--- src/ispc_pkg.sv ---
// ----------------------------------------------------------------------------
// ispc_pkg
// Shared types and codes for the interval set point coalescer.
// ----------------------------------------------------------------------------
package ispc_pkg;

    localparam int unsigned DataW      = 32;
    localparam int unsigned StatusW    = 3;
    localparam int unsigned MaxResults = 32;
    localparam int unsigned OutDataW   = 72;

    localparam logic [StatusW-1:0] ST_INSERTED = 3'd0;
    localparam logic [StatusW-1:0] ST_DUP      = 3'd1;
    localparam logic [StatusW-1:0] ST_FULL     = 3'd2;
    localparam logic [StatusW-1:0] ST_RANGE    = 3'd3;
    localparam logic [StatusW-1:0] ST_EMPTY    = 3'd4;

    localparam logic REQ_INSERT = 1'b0;
    localparam logic REQ_DUMP   = 1'b1;

    typedef enum logic [2:0] {
        OP_HOLD    = 3'd0,
        OP_CAPTURE = 3'd1,
        OP_ROTATE  = 3'd2,
        OP_FUSE    = 3'd3,
        OP_JLO     = 3'd4,
        OP_JHI     = 3'd5,
        OP_NEW     = 3'd6
    } t_op;

    typedef struct packed {
        logic signed [DataW-1:0] start;
        logic signed [DataW-1:0] stop;
        logic                    valid;
        logic                    le;
    } t_link;

    typedef struct packed {
        logic prev;
        logic next;
        logic dup;
        logic jlo;
        logic jhi;
    } t_flag;

endpackage

--- src/ispc_cell.sv ---
// ----------------------------------------------------------------------------
// ispc_cell
// One range slot of the sorted chain: compares against the pending value and
// shifts, merges or rotates with its neighbors.
// ----------------------------------------------------------------------------
module ispc_cell (
    input  logic                             i_clk,
    input  logic                             i_rst_n,
    input  ispc_pkg::t_op                    i_op,
    input  logic signed [ispc_pkg::DataW-1:0] i_value,
    input  ispc_pkg::t_link                  i_left,
    input  ispc_pkg::t_link                  i_right,
    input  ispc_pkg::t_link                  i_head,
    output ispc_pkg::t_link                  o_link,
    output ispc_pkg::t_flag                  o_flag
);

    logic signed [ispc_pkg::DataW-1:0] r_start, n_start;
    logic signed [ispc_pkg::DataW-1:0] r_stop, n_stop;
    logic                              r_valid, n_valid;
    logic                              r_le, r_cont, r_alo, r_ahi;
    logic                              at_pos, is_prev, is_tail;
    logic signed [ispc_pkg::DataW:0]   stop_inc, start_dec, value_x;

    assign at_pos  = !r_le && i_left.le;
    assign is_prev = r_le && !i_right.le;
    assign is_tail = r_valid && !i_right.valid;

    assign value_x   = {i_value[ispc_pkg::DataW-1], i_value};
    assign stop_inc  = {r_stop[ispc_pkg::DataW-1], r_stop} + (ispc_pkg::DataW + 1)'(1);
    assign start_dec = {r_start[ispc_pkg::DataW-1], r_start} - (ispc_pkg::DataW + 1)'(1);

    always_comb begin
        n_start = r_start;
        n_stop  = r_stop;
        n_valid = r_valid;
        case (i_op)
            ispc_pkg::OP_ROTATE: begin
                if (is_tail) begin
                    n_start = i_head.start;
                    n_stop  = i_head.stop;
                end else if (r_valid) begin
                    n_start = i_right.start;
                    n_stop  = i_right.stop;
                end
            end
            ispc_pkg::OP_FUSE: begin
                if (is_prev) begin
                    n_stop = i_right.stop;
                end else if (!r_le && r_valid) begin
                    n_start = i_right.start;
                    n_stop  = i_right.stop;
                    n_valid = i_right.valid;
                end
            end
            ispc_pkg::OP_JLO: begin
                if (is_prev) n_stop = i_value;
            end
            ispc_pkg::OP_JHI: begin
                if (at_pos && r_valid) n_start = i_value;
            end
            ispc_pkg::OP_NEW: begin
                if (at_pos) begin
                    n_start = i_value;
                    n_stop  = i_value;
                    n_valid = 1'b1;
                end else if (!r_le) begin
                    n_start = i_left.start;
                    n_stop  = i_left.stop;
                    n_valid = i_left.valid;
                end
            end
            default: begin
            end
        endcase
    end

    always_ff @(posedge i_clk) begin
        r_start <= n_start;
        r_stop  <= n_stop;
        if (i_op == ispc_pkg::OP_CAPTURE) begin
            r_cont <= r_stop >= i_value;
            r_alo  <= stop_inc == value_x;
            r_ahi  <= start_dec == value_x;
        end
        if (!i_rst_n) begin
            r_valid <= 1'b0;
            r_le    <= 1'b0;
        end else begin
            r_valid <= n_valid;
            if (i_op == ispc_pkg::OP_CAPTURE) begin
                r_le <= r_valid && (r_start <= i_value);
            end
        end
    end

    assign o_link.start = r_start;
    assign o_link.stop  = r_stop;
    assign o_link.valid = r_valid;
    assign o_link.le    = r_le;

    assign o_flag.prev = is_prev;
    assign o_flag.next = at_pos && r_valid;
    assign o_flag.dup  = is_prev && r_cont;
    assign o_flag.jlo  = is_prev && r_alo;
    assign o_flag.jhi  = at_pos && r_valid && r_ahi;

endmodule

--- config.mk ---
export PLATFORM = sky130hd
export DESIGN_NAME = ispc_cell
export DESIGN_NICKNAME = d
export VERILOG_FILES = /design/src/ispc_pkg.sv /design/src/ispc_cell.sv
export SDC_FILE = /design/constraint.sdc
export NUM_CORES = 1
export LEC_CHECK = 0
export BUFFER_PORTS_ARGS = -buffer_cell sky130_fd_sc_hd__buf_4
export CORE_ASPECT_RATIO = 1.2
export CORE_MARGIN = 2
export CORE_UTILIZATION = 54
export CTS_CLUSTER_DIAMETER = 100
export CTS_CLUSTER_SIZE = 30
export DETAILED_ROUTE_END_ITERATION = 10
export PLACE_DENSITY = 0.92
export SLEW_MARGIN = 25
export SYNTH_ARGS = -nofsm -noshare
export SYNTH_HDL_FRONTEND = slang
export SYNTH_SLANG_ARGS = --single-unit
--- constraint.sdc ---
create_clock -name i_clk -period 6.1 [get_ports i_clk]
set_input_delay 0.305 -clock i_clk [delete_from_list [all_inputs] [get_ports i_clk]]
set_output_delay 0.305 -clock i_clk [all_outputs]
set_load 0.03 [all_outputs]
# After elaboration in Yosys (flattened, before gate mapping)

Cells that the tools add are included.

Add/subtract/negate cells: 2
Order comparisons: 2
Eq/ne operators: 15
Multiplexer cells: 21
Reductions and logical operators: 18

Operator list:

| kind                                                                  | count |
|---|---|
| 32-bit 2-to-1 mux                                                     | 14 |
| 32-bit one-hot mux with 4 select lines                                | 2 |
| 33-bit by 32-bit == test with 1-bit output                            | 2 |
| 32-bit by 2-bit adder with 33-bit output (second input constant)      | 1 |
| 32-bit by 2-bit subtractor with 33-bit output (second input constant) | 1 |
| 32-bit greater-or-equal comparator                                    | 1 |
| 32-bit <= comparator                                                  | 1 |
| 3-bit == test (second input constant)                                 | 3 |
| 1-bit logical AND                                                     | 9 |
| 3-bit inequality test (second input constant)                         | 3 |
| 2-bit inequality test (second input constant)                         | 4 |
| 4-bit nonzero test                                                    | 2 |
| 3-bit by 2-bit == test with 1-bit output (second input constant)      | 2 |
| 6-bit AND reduction                                                   | 1 |
| 5-bit AND reduction                                                   | 1 |
| 1-bit 2-to-1 mux                                                      | 4 |
| 4-bit AND reduction                                                   | 1 |
| 3-bit by 1-bit == test with 1-bit output (second input constant)      | 1 |
| 1-bit logical NOT                                                     | 3 |
| 1-bit one-hot mux with 2 select lines                                 | 1 |
| 2-bit nonzero test                                                    | 1 |

Bits in registers: 69
Input bits: 235
Output and inout bits: 71
Word-level logic and storage cells: 65

# Longest topological paths before layout

Word-level depth: 5
Mapped depth: 11
Depth with buffers taken out: 10

# Worst setup path before layout

OpenSTA, ideal clock, no wires.

Path type: reg-to-reg
Start: register r_start[0] (netlist name)
End: register r_ahi, data pin
Setup time: 0.170 ns
Data arrival time: 2.928 ns
Data required time: 5.930 ns
Path slack: 3.002 ns
Stages on the path, launching flop included: 11
Buffers on the path: 0
Clock period less this slack: 3.098 ns
Cell sequence: edfxtp_1 > inv_1 > ha_1 > or3b_2 > or4_4 > nor2_1 > mux2i_1 > nand4_1 > nor4_1 > nand4_1 > nor4_2

Word-level cells in the longest chain between the ends: 2

RTL lines:

| element                                       | line            | source |
|---|---|---|
| from (decl)                                   | ispc_cell.sv:18 | `logic signed [ispc_pkg::DataW-1:0] r_start, n_start;` |
| from (signal assigned)                        | ispc_cell.sv:79 | `r_start <= n_start;` |
| 32-bit by 2-bit subtractor with 33-bit output | ispc_cell.sv:31 | `assign start_dec = {r_start[ispc_pkg::DataW-1], r_start} - (ispc_pkg::DataW + 1)'(1);` |
| 33-bit by 32-bit == test with 1-bit output    | ispc_cell.sv:84 | `r_ahi <= start_dec == value_x;` |
| to (signal assigned)                          | ispc_cell.sv:84 |  |
| to (decl)                                     | ispc_cell.sv:21 | `logic r_le, r_cont, r_alo, r_ahi;` |

Every way passes these cells.
A chain may end at the register's enable or synchronous reset.

# Final worst setup path

Ends and elaborated chain as after synthesis.

==> metrics.csv <==
stage;metric;value;unit
sta;fin_crit_sh;56.60;%
floorplanning;io_pins;306;
final_layout;n_antenna_cell;0;
yosys;synth-edff-count;67;
drt;ant_nets;0;
final_layout;layout.nets;1460;
drt;drt-wirelength-per-cell;21.91;microns
worst_setup_path;timing.rr.start;r_start[0];
sta;setup_viol;0;
yosys;yosys.area.top_type;edfxtp_1;
cts;root_buffer;clkbuf_16;
run;maxCapViolCount;0;
status;outcome;complete, no violations;
drt;vias;8970;
cts;h-tree-depth;3;
yosys;syn-num-nets;1190;
global_route;antenna_found_initial;1;
final_layout;drive_gt1_share;29.90;%
worst_setup_path;reg2reg_depth;10;
yosys;yosysSeqAreaShare;26.91;%
yosys;netlist.area_leader.share;26.38;%
worst_setup_path;start_kind;register;
floorplanning;die_w;112.5;microns
cts;clock_sinks;69;
sta;skew;0.008202;ns
power_and_ir_drop;power_density;160.1;nW/um^2
placement;io_buffers;303;
sta;min_period;3.453;ns
hold_path;whs_endpoint;r_valid;
hold_path;hp-class;in -> reg;
global_route;grt_pass1_wl;44.11;mm
global_route;overflow;0;
yosys;yosys_warnings;0;
yosys;synthMuxAreaShare;3.298;%
drt;drtIter0Drc;1018;
worst_setup_path;arrival;3.61;ns
final_layout;layout_common_cells;buf_4, edfxtp_1, ha_1;
worst_setup_path;cp.required;6.26;ns
floorplanning;core-area;13820;sq um
worst_setup_path;path_class;reg -> reg;
floorplanning;die_area;15090;sq um
final_layout;final_common_cell;buf_4;
final_layout;fin_util;74.34;%
worst_setup_path;crit_top_cell;nand4_1;
cts;cts.path.max_buffers;2;
yosys;ys_ff_latch;69;
hold_path;hp-start;i_rst_n;
cts;cts.clk_slew.worst_paths;0.06;ns
floorplanning;start_util;55.18;%
sta;timing.setup.tns;0;ns
sta;timing.final.hold_violations;0;
cts;hold_buffers;0;
drt;drt_wl_total;29.25;mm
worst_setup_path;end_kind;register;
yosys;ys_types;59;
drt;drt_first_pass_iters;7;
sta;fin_ws;2.647;ns
cts;cts_tree;yes;
yosys;synth.avg_cell_area;8.578;sq um
yosys;async_flop_share;0;%
power_and_ir_drop;max-vdd-ir-drop;0.1084;mV
cts;clkLatencyLatePin;0.35;ns
placement;dp_slack;2.725;ns
sta;relSlewSlack;35.44;%
worst_setup_path;slowest_delay;0.51;ns
floorplanning;rows;47;
worst_setup_path;slowest_stage;or3b_2;
worst_setup_path;crit_path_max_fanout;5;
floorplanning;die_h;134.2;microns
yosys;synthSimpleGateAreaFrac;20.00;%
sta;rsz0062_at_grt;false;
yosys;synthXorXnorAreaFrac;9.303;%
global_route;grt_util_all_layers;37.30;%
final_layout;syn2layout_area_growth;34.72;%
global_route;grt_max_degree;57;
yosys;syn_area;7626;sq um
sta;drv_slew;0;
cts;cts_setup_buffers;0;
yosys;synth_compound_area_share;24.91;%
global_route;grt_pass1_vias;8614;
placement;hpwl;22.45;mm
worst_setup_path;reg2reg_to;r_ahi;
cts;cts_buffers;9;
worst_setup_path;reg2reg_setup_slack;2.65;ns
power_and_ir_drop;leakage;4.311;nW
yosys;synth_top_family_by_area;compound AO/OA/AOI/OAI gates;
yosys;synthFlopType;edfxtp_1;
sta;worst_slew_pin_slew;0.9650;ns
placement;place.gp.congestion;1.017;
worst_setup_path;crit_chain;inv_1, ha_1, or3b_2, or4_4, nor2_1, mux2i_1, nand4_1, nor4_1, nand4_1, nor4_2;
drt;route.detailed.drc;0;
yosys;synthTopCellsByArea;edfxtp_1, ha_1, xnor2_1;
drt;avgViaCountPerCell;6.719;
yosys;synthesis.instances;889;
sta;fmax;289.6;MHz
yosys;synthAdderAreaFrac;10.83;%
cts;post_cts_resize_count;0;
hold_path;whs_path_depth;2;
area by class of cell:
cell class                 instances  area, sq um
fill                            1008         3546
inverter                          39        146.4
multi-input combinational        727         5245
sequential                        69         2052
clock inverter                     7        41.29
tap                              171        214.0
clock buffer                       9        225.2
timing repair buffer             313         2350
cells in the mapped netlist (7+ instances only):
master	instances
a211oi_1	34
a21o_1	12
a21oi_1	62
a221oi_1	23
a222oi_1	24
a22oi_1	19
a31oi_1	7
and2_1	29
and3_1	9
clkbuf_1	46
edfxtp_1	67
ha_1	66
inv_1	39
mux2i_1	24
nand2_1	43
nand3_1	25
nand4_1	25
nor2_1	55
nor2b_1	12
nor3_1	20
nor4_1	14
o211ai_1	14
o21ai_0	38
o22ai_1	23
or3_1	7
xnor2_1	44
xor2_1	37
report_power, final:
part	leakage [nW]	internal, mW	switching (mW)	total (mW)
Clock	0.137	0.273	0.215	0.488
Combinational	3.54	0.258	0.297	0.556
Sequential	0.633	0.557	0.0439	0.601
worst max-delay path: cells and delay by family, from the launching register on:
kind	cells	cell delay, ns
muxes	1	0.22
adders and majority gates	1	0.25
and+or+nand+nor	7	2.21
DFF	1	0.46
buffers and inverters	1	0.12
layer usage:
metal / vias to the layer above / part of all wire [%] / track usage (%)
met5: - / 0.041 / 0
met3: 107 / 13 / 8.224
met4: 2 / 4.3 / 16.94
li1: 4018 / - / -
met1: 4123 / 36 / 45.91
met2: 720 / 47 / 62.58
stage by stage:
stage          power, mW  cell area, sq um  instances  hold WS [ns]
3_3_place_gp       1.132              9993       1319        0.5886
4_1_cts            1.635             10270       1335        0.2393
2_1_floorplan     0.8949              7626        889        0.4588
5_1_grt            1.707             10270       1335        0.2449
6_report           1.645             10270       1335        0.2416
3_5_place_dp       1.150             10000       1319        0.5889
sequential cells by signal, indices dropped and copies added, names as in the netlist:
| name | count |
|---|---|
| r_ahi | 1 |
| r_alo | 1 |
| r_stop | 32 |
| r_valid | 1 |
| r_start | 32 |
| r_cont | 1 |
| r_le | 1 |
worst max path at each step:
stage / start / slack (ns) / end / cells past startpoint
2_1_floorplan: r_start[0] / 3.00 / r_ahi / 10
3_3_place_gp: r_start[0] / 2.77 / r_ahi / 10
3_5_place_dp: r_start[0] / 2.73 / r_ahi / 10
4_1_cts: r_start[0] / 2.67 / r_ahi / 10
5_1_grt: r_start[0] / 2.43 / r_ahi / 10
6_report: r_start[0] / 2.65 / r_ahi / 10
cells by family after synthesis:
logic type,Yosys count
flip-flops,69
adder cells (fa/ha/maj),66
buffers and inverters,93
XOR/XNOR,81
AND/OR/NAND/NOR,279
AO/OA/AOI/OAI,276
multiplexers,25
Note: power is estimated with default switching activity, not from simulation.
